**config.mk**
```make
export PLATFORM = sky130hd
export DESIGN_NAME = rpvg_divider
export DESIGN_NICKNAME = d
export VERILOG_FILES = /design/src/hdl/rpvg_pkg.sv /design/src/hdl/rpvg_divider.sv
export SDC_FILE = /design/constraint.sdc
export NUM_CORES = 1
export LEC_CHECK = 0
export BUFFER_PORTS_ARGS = -buffer_cell sky130_fd_sc_hd__buf_2
export CAP_MARGIN = 20
export CORE_MARGIN = 3
export CORE_UTILIZATION = 45
export DETAILED_ROUTE_END_ITERATION = 10
export GPL_ROUTABILITY_DRIVEN = 0
export PLACE_DENSITY = 0.66
export SLEW_MARGIN = 10
export SYNTH_ARGS = -nofsm -noshare
export SYNTH_HDL_FRONTEND = slang
export SYNTH_SLANG_ARGS = --single-unit
```
**constraint.sdc**
```tcl
create_clock -name clock -period 8 [get_ports clock]
set_input_delay 1.6 -clock clock [delete_from_list [all_inputs] [get_ports clock]]
set_output_delay 1.6 -clock clock [all_outputs]
set_load 0.05 [all_outputs]
```
**src/hdl/rpvg_pkg.sv**
```systemverilog
// ----------------------------------------------------------------------------
// rpvg_pkg
// shared constants, types and the arctangent table of the polygon generator
// ----------------------------------------------------------------------------
package rpvg_pkg;

   localparam int MAX_SIDES = 64;
   localparam int TRIG_BITS = 16;
   localparam int TURN64    = 23040;
   localparam longint GAIN_Q30 = 652032874;

   localparam int SIDE_W  = 7;
   localparam int ANG_W   = 21;
   localparam int PHASE_W = 32;
   localparam int XY_W    = TRIG_BITS + 4;
   localparam int Z_W     = 32;
   localparam int TRIG_W  = TRIG_BITS + 2;
   localparam int CIDX_W  = $clog2(TRIG_BITS);
   localparam int CNT_W   = $clog2(PHASE_W + 1);
   localparam int POS_W   = 21;

   localparam longint X_INIT =
      (GAIN_Q30 + (longint'(1) << (29 - TRIG_BITS))) >>> (30 - TRIG_BITS);

   localparam logic CSR_SIDE_COUNT  = 1'b0;
   localparam logic CSR_START_ANGLE = 1'b1;

   typedef struct packed {
      logic                   valid;
      logic [1:0]             quad;
      logic signed [XY_W-1:0] x;
      logic signed [XY_W-1:0] y;
      logic signed [Z_W-1:0]  z;
   } cordic_type;

   function automatic logic [Z_W-1:0] atan_turn(input logic [CIDX_W-1:0] idx);
      logic [Z_W-1:0] r;
      case (5'(idx))
         5'd0:    r = 32'd536870912;
         5'd1:    r = 32'd316933406;
         5'd2:    r = 32'd167458907;
         5'd3:    r = 32'd85004756;
         5'd4:    r = 32'd42667331;
         5'd5:    r = 32'd21354465;
         5'd6:    r = 32'd10679838;
         5'd7:    r = 32'd5340245;
         5'd8:    r = 32'd2670163;
         5'd9:    r = 32'd1335087;
         5'd10:   r = 32'd667544;
         5'd11:   r = 32'd333772;
         5'd12:   r = 32'd166886;
         5'd13:   r = 32'd83443;
         5'd14:   r = 32'd41722;
         5'd15:   r = 32'd20861;
         5'd16:   r = 32'd10430;
         5'd17:   r = 32'd5215;
         5'd18:   r = 32'd2608;
         5'd19:   r = 32'd1304;
         5'd20:   r = 32'd652;
         5'd21:   r = 32'd326;
         5'd22:   r = 32'd163;
         5'd23:   r = 32'd81;
         default: r = 32'd0;
      endcase
      return r;
   endfunction

endpackage

```
**src/hdl/rpvg_divider.sv**
```systemverilog
// ----------------------------------------------------------------------------
// rpvg_divider
// bit-serial restoring divider turning a vertex angle into a 32-bit phase
// ----------------------------------------------------------------------------
module rpvg_divider
   import rpvg_pkg::*;
(
   input  logic               clock,
   input  logic               reset,
   input  logic               div_go,
   input  logic [ANG_W-1:0]   angle,
   input  logic [ANG_W-1:0]   full_turn,
   output logic               div_done,
   output logic [PHASE_W-1:0] phase
);

   logic [ANG_W-1:0]   rem_ff, rem_in;
   logic [PHASE_W-1:0] num_ff, num_in;
   logic [PHASE_W-1:0] quo_ff, quo_in;
   logic [CNT_W-1:0]   cnt_ff, cnt_in;
   logic               run_ff, run_in;
   logic               done_ff, done_in;
   logic [ANG_W:0]     trial;

   always_comb begin
      rem_in  = rem_ff;
      num_in  = num_ff;
      quo_in  = quo_ff;
      cnt_in  = cnt_ff;
      run_in  = run_ff;
      done_in = 1'b0;
      trial   = {rem_ff, num_ff[PHASE_W-1]};
      if (div_go) begin
         rem_in = angle;
         num_in = PHASE_W'(full_turn >> 1);
         cnt_in = CNT_W'(PHASE_W);
         run_in = 1'b1;
      end else if (run_ff) begin
         num_in = num_ff << 1;
         if (trial >= {1'b0, full_turn}) begin
            rem_in = ANG_W'(trial - {1'b0, full_turn});
            quo_in = {quo_ff[PHASE_W-2:0], 1'b1};
         end else begin
            rem_in = ANG_W'(trial);
            quo_in = {quo_ff[PHASE_W-2:0], 1'b0};
         end
         cnt_in = cnt_ff - 1'b1;
         if (cnt_ff == CNT_W'(1)) begin
            run_in  = 1'b0;
            done_in = 1'b1;
         end
      end
   end

   always_ff @(posedge clock) begin
      if (reset) begin
         run_ff  <= 1'b0;
         done_ff <= 1'b0;
         cnt_ff  <= '0;
      end else begin
         run_ff  <= run_in;
         done_ff <= done_in;
         cnt_ff  <= cnt_in;
      end
      rem_ff <= rem_in;
      num_ff <= num_in;
      quo_ff <= quo_in;
   end

   assign div_done = done_ff;
   assign phase    = quo_ff;

endmodule

```
==> out/qor.txt <==
Status = finished clean
Max-capacitance violation count = 0
Nets = 583
Largest net degree at the start of global routing = 70
Max stage delay cell, worst path = fa_1
Clock latency on the worst-skew pair = 0.38 ns
Top-area cell type share of the netlist area = 43.7%
Drt first pass iters = 4
Yosys cell types = 59
Max stage delay on crit path = 0.41 ns
Final setup margin = 4.05 ns
Register bit total from synthesis = 93
H-tree lvl count = 3
Post CTS Setup Buffer Count = 0
Critical path class = in2reg
Clock Skew = 0.00751 ns
Reg clk slew, reported paths = 0.10 ns
Clk buf depth = 2
Avg Cell Area, Syn = 11.2 sq um
Resize count post-CTS = 0
Routed vias/inst = 5.43
Via count = 3556
First-pass GRT wire length = 17400 microns
Post-DP HPWL = 7320 microns
Drt wl/cell = 15.9 microns
Slew Limit Fails = 0
Area contributors post-synth = edfxtp_1 (44%), dfxtp_1 (8.0%), ha_1 (5.7%)
Cts bufs inserted = 9
Util after Layout = 53.5%
Setup TNS Final = 0 ns
Port Buffers = 77
Total GRT Usage = 17.2%
CTS Hold Bufs = 0
Drt drc = 0
Mapped Cells = 447
Crit start category = primary input
CTS tree = built
Hold WC Path Type = reg2reg
Site Rows = 37
Cell breakdown of the critical path = buf_2, ha_1, inv_1, fa_1, nand3_1, a211oi_1, or3_4, o31ai_4, a32o_2, inv_4, mux2i_1, o21ai_1
Synthesized cell area = 0.00501 sq mm
Initial Util = 47.5%
Number of routed nets with antenna violations = 0
Remaining Overflow, GRT = 0
Period utilization = 49.4%
Final count of negative-setup-slack endpoints = 0
Ratio of cells with drive above 1 in the final layout = 25.6%
Least-Margin Pin Slew = 1.03 ns
WHS = 0.456 ns
DIE HEIGHT = 112 microns
Die Wd = 112 microns
PwrDens = 260 mW/mm^2
Post-route cell area = 0.00565 sq mm
EDFF count, synth = 73
Min cycle time layout = 3.95 ns
Most area-hungry cell type in the Yosys netlist = edfxtp_1
Die Area = 0.0124 sq mm
Worst slack, placed = 3.66 ns
Antenna violations before repair = 0
ANT cells = 0
CP required = 8.11 ns
Core Area = 0.0106 sq mm
Vias in the first global route = 3531
Critical Path Sink Type = register
Sequential-to-total area share from yosys stat = 51.7%
Worst-path maximum fanout = 23
Synthesis warning total = 0
Clock sink count = 93
FMAX = 253 MHz
RSZ-0062 raised after global routing = false
CP delay by family, top = compound AO/OA/AOI/OAI gates
Placed cell area = 0.00546 sq mm
Final wirelength = 10400 microns
CP Data Arrival Time = 4.06 ns
Ys async rst share = 0%
Area Growth Syn to Fin = 12.7%
Worst path bufs/invs = 3
Final hold vios = 0
Maximum vdd drop = 141 uV
# IOs = 78
DRT iter0 DRCs = 187
Root buffer cell = clkbuf_8
Leakage = 0.00232 uW
Top_reg_cell synth = edfxtp_1
Syn nets = 516
Worst relative slew slack = 31.3%
[synthesized netlist by cell type, types with 11 or more instances]
cell type	count
o21ai_1	12
o21ai_0	12
nand3_1	12
mux2_2	20
ha_1	23
mux2i_1	26
dfxtp_1	20
clkbuf_1	11
inv_1	29
edfxtp_1	73
nor2_1	33
a21oi_1	15
nand2_1	32
[per-stage QoR]
step / power [uW] / instances
global placement: 1150 / 639
CTS: 1480 / 655
finish: 1470 / 655
global route: 1560 / 655
floorplan: 1080 / 447
detailed placement: 1170 / 639
[cell usage in the layout (no fill, tap or decap), types with 12 or more instances in the layout]
cell	Yosys	layout
o21ai_0	12	12
dfxtp_1	20	20
edfxtp_1	73	73
ha_1	23	23
buf_2	1	77
inv_1	29	29
o21ai_1	12	12
nand2_1	32	31
nor2_1	33	32
a21oi_1	15	15
nand3_1	12	12
mux2i_1	26	26
mux2_2	20	20
[worst paths after layout]
kind,start,to,slack (ns),cells past startpoint
worst min-delay path,phase[3],phase[4],0.46,0
worst min register to register,phase[3],phase[4],0.46,0
worst max register to register,num_ff[31],rem_ff[15],4.96,12
worst max-delay path,full_turn[0],rem_ff[15],4.05,12
[final cells by class]
cell class / instances / area [sq um]
fillers: 954 / 4900
flip-flops and latches: 93 / 2590
multi-input cells: 301 / 2190
repair buffers: 79 / 400
well taps: 136 / 170
clock buffers: 9 / 124
inverters: 30 / 115
clock inverters: 7 / 63.8
[routing by layer]
layer | global-route usage, % | part of all wire, %
met1 | 23.5 | 48
met2 | 26.8 | 46
met3 | 4.13 | 4.8
met4 | 6.16 | 1.7
met5 | 0 | 0
[flip-flops by register name, summed over array words and instances, names as in the netlist]
| signal | cells |
|---|---|
| cnt_ff | 6 |
| div_done | 1 |
| num_ff | 32 |
| phase | 32 |
| rem_ff | 21 |
| run_ff | 1 |
[cell families (layout without fill, tap and decap cells)]
group / after synthesis / count (layout) / share of synthesized area [%]
adder cells (fa/ha/maj): 24 / 24 / 6.14
flip-flops: 93 / 93 / 51.7
XOR/XNOR: 18 / 18 / 3.14
AND/OR/NAND/NOR: 123 / 123 / 12.2
multiplexers: 46 / 46 / 9.68
buffers and inverters: 53 / 125 / 4.79
AO/OA/AOI/OAI: 90 / 90 / 12.3
[report_power, final]
group	switching (uW)	internal (uW)	total, uW
clock	185	121	306
sequential	28.8	589	618
combinational	316	227	543
(Power assumes the default switching activity.)
