## config.mk

```make
export PLATFORM = sky130hd
export DESIGN_NAME = rpvg_cordic_cell
export DESIGN_NICKNAME = d
export VERILOG_FILES = /design/src/hdl/rpvg_pkg.sv /design/src/hdl/rpvg_cordic_cell.sv
export SDC_FILE = /design/constraint.sdc
export NUM_CORES = 1
export LEC_CHECK = 0
export ABC_CLOCK_PERIOD_IN_PS = 5000
export BUFFER_PORTS_ARGS = -buffer_cell sky130_fd_sc_hd__buf_4
export CAP_MARGIN = 10
export CORE_ASPECT_RATIO = 2
export CORE_MARGIN = 5
export CORE_UTILIZATION = 35
export DETAILED_ROUTE_END_ITERATION = 12
export GPL_TIMING_DRIVEN = 0
export PLACE_DENSITY = 0.52
export RECOVER_POWER = 25
export SYNTH_ARGS = -nofsm -noshare
export SYNTH_HDL_FRONTEND = slang
export SYNTH_SLANG_ARGS = --single-unit
```

## constraint.sdc

```tcl
create_clock -name clock -period 5 [get_ports clock]
set_clock_uncertainty 0.15 [all_clocks]
set_input_delay 0.25 -clock clock [delete_from_list [all_inputs] [get_ports clock]]
set_output_delay 0.25 -clock clock [all_outputs]
set_load 0.005 [all_outputs]
```

## src/hdl/rpvg_pkg.sv

```systemverilog
// ----------------------------------------------------------------------------
// rpvg_pkg
// shared constants, types and the arctangent table of the polygon generator
// ----------------------------------------------------------------------------
package rpvg_pkg;

   localparam int MAX_SIDES = 64;
   localparam int TRIG_BITS = 16;
   localparam int TURN64    = 23040;
   localparam longint GAIN_Q30 = 652032874;

   localparam int SIDE_W  = 7;
   localparam int ANG_W   = 21;
   localparam int PHASE_W = 32;
   localparam int XY_W    = TRIG_BITS + 4;
   localparam int Z_W     = 32;
   localparam int TRIG_W  = TRIG_BITS + 2;
   localparam int CIDX_W  = $clog2(TRIG_BITS);
   localparam int CNT_W   = $clog2(PHASE_W + 1);
   localparam int POS_W   = 21;

   localparam longint X_INIT =
      (GAIN_Q30 + (longint'(1) << (29 - TRIG_BITS))) >>> (30 - TRIG_BITS);

   localparam logic CSR_SIDE_COUNT  = 1'b0;
   localparam logic CSR_START_ANGLE = 1'b1;

   typedef struct packed {
      logic                   valid;
      logic [1:0]             quad;
      logic signed [XY_W-1:0] x;
      logic signed [XY_W-1:0] y;
      logic signed [Z_W-1:0]  z;
   } cordic_type;

   function automatic logic [Z_W-1:0] atan_turn(input logic [CIDX_W-1:0] idx);
      logic [Z_W-1:0] r;
      case (5'(idx))
         5'd0:    r = 32'd536870912;
         5'd1:    r = 32'd316933406;
         5'd2:    r = 32'd167458907;
         5'd3:    r = 32'd85004756;
         5'd4:    r = 32'd42667331;
         5'd5:    r = 32'd21354465;
         5'd6:    r = 32'd10679838;
         5'd7:    r = 32'd5340245;
         5'd8:    r = 32'd2670163;
         5'd9:    r = 32'd1335087;
         5'd10:   r = 32'd667544;
         5'd11:   r = 32'd333772;
         5'd12:   r = 32'd166886;
         5'd13:   r = 32'd83443;
         5'd14:   r = 32'd41722;
         5'd15:   r = 32'd20861;
         5'd16:   r = 32'd10430;
         5'd17:   r = 32'd5215;
         5'd18:   r = 32'd2608;
         5'd19:   r = 32'd1304;
         5'd20:   r = 32'd652;
         5'd21:   r = 32'd326;
         5'd22:   r = 32'd163;
         5'd23:   r = 32'd81;
         default: r = 32'd0;
      endcase
      return r;
   endfunction

endpackage

```

## src/hdl/rpvg_cordic_cell.sv

```systemverilog
// ----------------------------------------------------------------------------
// rpvg_cordic_cell
// one rotation step of the cordic chain, registered towards the next cell
// ----------------------------------------------------------------------------
module rpvg_cordic_cell
   import rpvg_pkg::*;
(
   input  logic              clock,
   input  logic              reset,
   input  logic [CIDX_W-1:0] cell_index,
   input  cordic_type        cell_in,
   output cordic_type        cell_out
);

   cordic_type step_ff, step_in;
   logic signed [XY_W-1:0] dx, dy;
   logic signed [Z_W-1:0]  angle;

   always_comb begin
      dx = cell_in.y >>> cell_index;
      dy = cell_in.x >>> cell_index;
      angle = signed'(atan_turn(cell_index));
      step_in = cell_in;
      if (!cell_in.z[Z_W-1]) begin
         step_in.x = cell_in.x - dx;
         step_in.y = cell_in.y + dy;
         step_in.z = cell_in.z - angle;
      end else begin
         step_in.x = cell_in.x + dx;
         step_in.y = cell_in.y - dy;
         step_in.z = cell_in.z + angle;
      end
   end

   always_ff @(posedge clock) begin
      if (reset) begin
         step_ff.valid <= 1'b0;
      end else begin
         step_ff.valid <= step_in.valid;
      end
      step_ff.quad <= step_in.quad;
      step_ff.x    <= step_in.x;
      step_ff.y    <= step_in.y;
      step_ff.z    <= step_in.z;
   end

   assign cell_out = step_ff;

endmodule

```

==> out/metrics.yaml, run 1 <==
status:
  status: "finished, final reports clean"
placement:
  port_buffers: 153
  place_ws_ns: -1.682
  place_inst: 1592
  dp_hpwl_mm: 32.16
  place.gp.congestion: 1.010
sta:
  finalWorstSetupSlack_ns: 0.1855
  timing.fmax_mhz: 207.7
  setup-violations-final: 0
  post-route-min-period_ns: 4.815
  finalHoldViolCount: 0
  setup_tns_ns: 0
  period_share_pct: 96.29
  slew_violations: 0
  hold-worst-slack_ns: 0.02741
  relSlewSlack_pct: 34.97
  tightest_slew_ns: 0.9754
route:
  avgViaCountPerCell: 5.858
  drt_first_pass_iters: 6
  drtIter0Drc: 617
  ant_nets: 0
  num_vias: 9590
  avgRoutedWirePerCell_um: 24.37
  drc: 0
  routed_wl_mm: 39.90
worst_hold_path:
  hold_end: "cell_out[1]"
  hold_depth: 2
  min_from: "cell_in[1]"
  hp-class: "input port to flip-flop"
clock_tree:
  cts-root-buf: "clkbuf_16"
  htree_levels: 3
  cts_inserted_buffers: 9
  cts_max_path_buffers: 2
  cts.clk_slew.worst_paths_ns: 0.06
  cts.sinks: 75
  tritoncts: "yes"
synth:
  syn_area_um2: 8992
  ys.flop_type: "dfxtp_1"
  synthArstFlopShare_pct: 0
  synth_top_area_share_pct: 16.70
  ys_top_cells_by_count: "101 x a21oi_1, 98 x nor2_1, 89 x nand2_1, 87 x ha_1, 77 x xnor2_1"
  syn_nets: 1270
  synth_cells: 1099
  synth-seq-cells: 75
  synth_area_leader_cell: "dfxtp_1"
  yosysWarnings: 0
  ys_seq_area_share_pct: 16.70
  synth_most_common_cell: "a21oi_1"
  synth.distinct_cells: 74
  synth_enable_flop_cells: 0
  synth.avg_cell_area_um2: 8.182
  synthTopCellsByArea: "dfxtp_1 17%, ha_1 12%, mux4_2 8.5%"
finish:
  fin_cells: 1637
  fin_nets: 1464
  regArea_um2: 1501
  antenna_cells: 0
  fill_cells: 2640
  largest_register_ffs: 75
  drive_gt1_share_pct: 26.45
  area_growth_pct: 29.16
  multi_input_area_um2: 7488
global_routing:
  overflow: 0
  first_global_vias: 9775
  grt_max_degree: 14
  grt_pass1_wl_mm: 58.22
  grt_usage_pct: 27.14
  antenna_found_initial: 0
worst_setup_path:
  worstSetupEndpointType: "flip-flop"
  cp.arrival_ns: 4.92
  cp_max_fo: 10
  startpoint_type: "input port"
  path_class: "input port to flip-flop"
  critPathRequiredTime_ns: 5.10
floorplan:
  row_count: 83
  io_pins: 156
  die_w_um: 123.3
  start_util_pct: 35.20
  dieArea_um2: 29190
  core-area_um2: 25550
  dieHeight_um: 236.7
pwr:
  vdd_drop_max_uv: 157.3
  p_leak_nw: 4.982
  power_w: 0.003658
  pwr_density_cell_nw_per_um2: 314.9
job:
  drv_cap: 0
worst max-delay path: stages:
cell	delay [ns]
clkbuf_1	0.57
clkbuf_1	0.80
buf_1	0.78
nor2_1	0.14
xor2_1	0.18
ha_1	0.23
a211oi_1	0.34
o21ai_0	0.31
and3_1	0.28
o31a_1	0.34
a21o_1	0.20
a21oi_1	0.21
o21ai_0	0.14
xnor2_1	0.13
metrics by stage:
step	util (%)	instance area, um2
floorplan	-	9001
global placement	41.39	10580
detailed placement	41.39	10580
CTS	44.25	11300
global route	45.46	11610
finish	45.46	11610
worst max-delay path by stage:
stage | start | cells after the start | to | slack, ns
after floorplan | cell_index[0] | 25 | cell_out[31] | 0.03
after global placement | cell_index[1] | 25 | cell_out[31] | -1.69
after detailed placement | cell_index[1] | 25 | cell_out[31] | -1.68
after CTS | cell_index[0] | 21 | cell_out[71] | 0.0006
after global routing | cell_index[0] | 24 | cell_out[30] | -0.04
final | cell_in[31] | 14 | cell_out[71] | 0.19
power by group:
group	internal [W]	leakage [nW]	switching (W)	total (W)
sequential	0.000850	0.633	0.0000619	0.000912
clock	0.000433	0.152	0.000279	0.000712
combinational	0.000978	4.20	0.00106	0.00203
total	0.00226	4.98	0.00140	0.00366
metal layers:
layer | share of wire (%) | global-route usage, % | vias up
met5 | 0 | 0 | -
met4 | 9.0 | 22.22 | 0
met3 | 5.7 | 4.828 | 150
met2 | 52 | 48.55 | 413
met1 | 33 | 26.19 | 4587
li1 | - | - | 4440
layout by cell type, fill, tap and decap left out, types with 9 or more instances in the layout:
master | synthesis | layout
buf_4 | 4 | 145
nor2_1 | 98 | 96
a21oi_1 | 101 | 94
nand2_1 | 89 | 89
ha_1 | 87 | 80
xnor2_1 | 77 | 77
dfxtp_1 | 75 | 75
o21ai_0 | 59 | 53
clkbuf_4 | 0 | 44
xor2_1 | 42 | 41
mux4_2 | 34 | 34
mux2i_1 | 36 | 33
inv_1 | 27 | 26
a21o_1 | 23 | 23
nor3_1 | 21 | 20
nor2b_1 | 19 | 18
nand3_1 | 18 | 18
a31oi_1 | 19 | 16
clkbuf_1 | 30 | 15
o21a_1 | 15 | 15
mux2_2 | 13 | 13
nand2b_1 | 12 | 12
and2_1 | 13 | 12
and3_1 | 10 | 9
o21bai_1 | 9 | 9
clkbuf_16 | 0 | 9
what timing repair did:
| action | CTS | global route |
|---|---|---|
| hold buffers | 6 | 0 |
| buffers inserted | 15 | 13 |
| pin swaps | 13 | 18 |
| setup endpoints to repair | 50 | 20 |
| gates resized for setup | 63 | 55 |
| hold endpoints to repair | 5 | 0 |
final cells by class:
class	instances	share of cell area [%]
repair buffers	187	12.32
inverters	30	1.045
multi-input cells	940	64.47
flip-flops and latches	75	12.93
clock inverters	5	0.6787
plain buffers	50	2.919
well taps	340	3.663
clock buffers	10	1.971
cells by family after synthesis:
kind of cell / synth area share, %
xor gates and xnor gates: 11.59
buffers and inverters: 3.993
adders and majority gates: 12.77
and+or+nand+nor: 17.18
DFF: 16.70
AOI/OAI and AO/OA: 23.11
muxes: 14.65
(Power assumes the default switching activity.)
==> inputs of run 2 (changes only) <==
ABC_CLOCK_PERIOD_IN_PS = 5100   (was 5000)
PLACE_DENSITY = 0.5   (was 0.52)
clock period = 5.1 ns   (was 5 ns; I/O delays follow)
==> out/metrics.yaml, run 2 (synthesis gave the netlist of run 1 again) <==
worst_setup_path:
  slowest_stage: "buf_1"
  critPathRequiredTime_ns: 5.21  # +0.11 ns
  cp.arrival_ns: 5.12  # +0.20 ns
  startpoint_type: "input port"
  cp.buffers_inverters: 5  # +2
  path_common_cell: "o21ai_0"
  path_class: "input port to flip-flop"
  crit_chain: "clkbuf_2 -> buf_2 -> clkbuf_4 -> buf_2 -> buf_1 -> and2_1 -> a311oi_1 -> a21oi_1 -> o21ai_0 -> xnor2_1 -> ha_1 -> o21ai_0 -> o21ai_1 -> and3_1 -> o31a_1 -> a21o_1 -> a21oi_1 -> o21ai_0 -> xnor2_1"
  cp_slowest_stage_delay_ns: 0.58  # -0.22 ns
  cpLargestDelayFamily: "buffers and inverters"
  cp_max_fo: 10  # unchanged
  worstSetupEndpointType: "flip-flop"
finish:
  regArea_um2: 1501  # unchanged
  antenna_cells: 0  # unchanged
  area_growth_pct: 28.18
  final_common_cell: "buf_4"
  drive_gt1_share_pct: 26.31  # -0.14 points
  final_cell_mix: "150 x buf_4, 98 x nor2_1, 93 x a21oi_1"
  postLayoutCellArea_um2: 11530  # -0.76%
  fill_cells: 2720  # +3.0%
  fin_nets: 1466  # +0.14%
  largest_register_ffs: 75  # unchanged
  multi_input_area_um2: 7450  # -0.52%
global_routing:
  grt_pass1_wl_mm: 58.15  # -0.12%
  grt_usage_pct: 26.96  # -0.18 points
  first_global_vias: 9809  # +0.35%
  antenna_found_initial: 0  # unchanged
  overflow: 0  # unchanged
  grt_max_degree: 14  # unchanged
route:
  drc: 0  # unchanged
  ant_nets: 0  # unchanged
  drt_first_pass_iters: 5  # -1
  num_vias: 9568  # -0.23%
  routed_wl_mm: 39.81  # -0.21%
  drtIter0Drc: 624  # +1.1%
  avgViaCountPerCell: 5.834  # -0.41%
  avgRoutedWirePerCell_um: 24.28  # -0.39%
clock_tree:
  cts_max_path_buffers: 2  # unchanged
  tritoncts: "yes"
  cts.clk_slew.worst_paths_ns: 0.06  # about the same
  cts-root-buf: "clkbuf_16"
  htree_levels: 3  # unchanged
  cts.sinks: 75  # unchanged
  cts_inserted_buffers: 9  # unchanged
sta:
  slew_violations: 0  # unchanged
  tightest_slew_ns: 0.9678  # -0.007627 ns
  timing.fmax_mhz: 199.4
  setup-violations-final: 0  # unchanged
  finalHoldViolCount: 0  # unchanged
  post-route-min-period_ns: 5.014
  period_share_pct: 98.32
  relSlewSlack_pct: 35.48  # +0.51 points
  rsz0062_at_grt: "yes"
  hold-worst-slack_ns: 0.04783  # +0.02043 ns
job:
  drv_cap: 0  # unchanged
placement:
  port_buffers: 153  # unchanged
  dp_hpwl_mm: 32.38  # +0.70%
  place_area_um2: 10570  # about the same
  place.gp.congestion: 0.9827  # -2.7%
worst_hold_path:
  hp-class: "input port to flip-flop"
  hold_depth: 2  # unchanged
  hold_end: "cell_out[1]"
  min_from: "cell_in[1]"
floorplan:
  io_pins: 156  # unchanged
  start_util_pct: 35.20  # unchanged
  die_w_um: 123.3  # unchanged
  core-area_um2: 25550  # unchanged
  dieArea_um2: 29190  # unchanged
  row_count: 83  # unchanged
  dieHeight_um: 236.7  # unchanged
pwr:
  pwr_density_cell_nw_per_um2: 308.2  # -2.2%
  p_leak_nw: 4.958  # -0.47%
  vdd_drop_max_uv: 156.8  # -0.32%
status:
  status: "finished, final reports clean"
==> run 2: cell types whose count changed in the layout (fill, tap and decap cells not counted), sizes merged <==
cell and change:
buf +6, clkbuf -4, bufinv -1, clkinv +1
clkinvlp +1
==> run 2: cell type report <==
type,count,area share (%)
timing repair buffer,189,12.31
inverter,30,1.031
clock inverter,6,0.5645
sequential,75,13.03
clock buffer,10,2.073
tap,340,3.691
multi-input combinational,940,64.63
buffer,50,2.670
==> run 2: where the power goes <==
| part | switching, W | total, W | leakage, nW | internal, W |
|---|---|---|---|---|
| clock network | 0.000281 | 0.000673 | 0.148 | 0.000392 |
| logic | 0.00103 | 0.00198 | 4.18 | 0.000948 |
| registers | 0.0000634 | 0.000897 | 0.633 | 0.000833 |
| total | 0.00138 | 0.00355 | 4.96 | 0.00217 |
==> run 2: stage by stage <==
stage | power [W] | setup TNS, ns | setup WS, ns | utilization, % | instances
after detailed placement | 0.002807 | -54.21 | -1.876 | 41.39 | 1592
after global placement | 0.002811 | -59.65 | -1.918 | 41.39 | 1592
after global routing | 0.003796 | -0.01712 | -0.01696 | 45.12 | 1640
after CTS | 0.003556 | 0 | 0.003381 | 43.87 | 1619
final | 0.003552 | 0 | 0.08560 | 45.12 | 1640
after floorplan | 0.002008 | 0 | 0.05546 | - | 1099
==> run 2: worst max path at each step <==
| stage | endpoint | slack [ns] | depth (start not counted) | startpoint |
|---|---|---|---|---|
| floorplan | cell_out[31] | 0.06 | 24 | cell_index[1] |
| global placement | cell_out[31] | -1.92 | 25 | cell_index[1] |
| detailed placement | cell_out[30] | -1.88 | 25 | cell_index[1] |
| CTS | cell_out[30] | 0.003 | 25 | cell_index[0] |
| global route | cell_out[31] | -0.02 | 25 | cell_index[0] |
| finish | cell_out[71] | 0.09 | 19 | cell_index[2] |
==> run 2: layer usage <==
layer	track usage (%)	vias to the layer above	wire [um]
met3	4.230	158	1955
met1	25.50	4544	12970
met4	20.54	0	3604
li1	-	4434	-
met5	0	-	0
met2	49.95	432	21290
==> run 2: repair_timing <==
action	4_1_cts	5_1_grt
buffers inserted	8	22
hold endpoints to repair	5	0
hold buffers	6	0
gates resized for setup	59	43
pin swaps	5	18
setup endpoints to repair	50	21
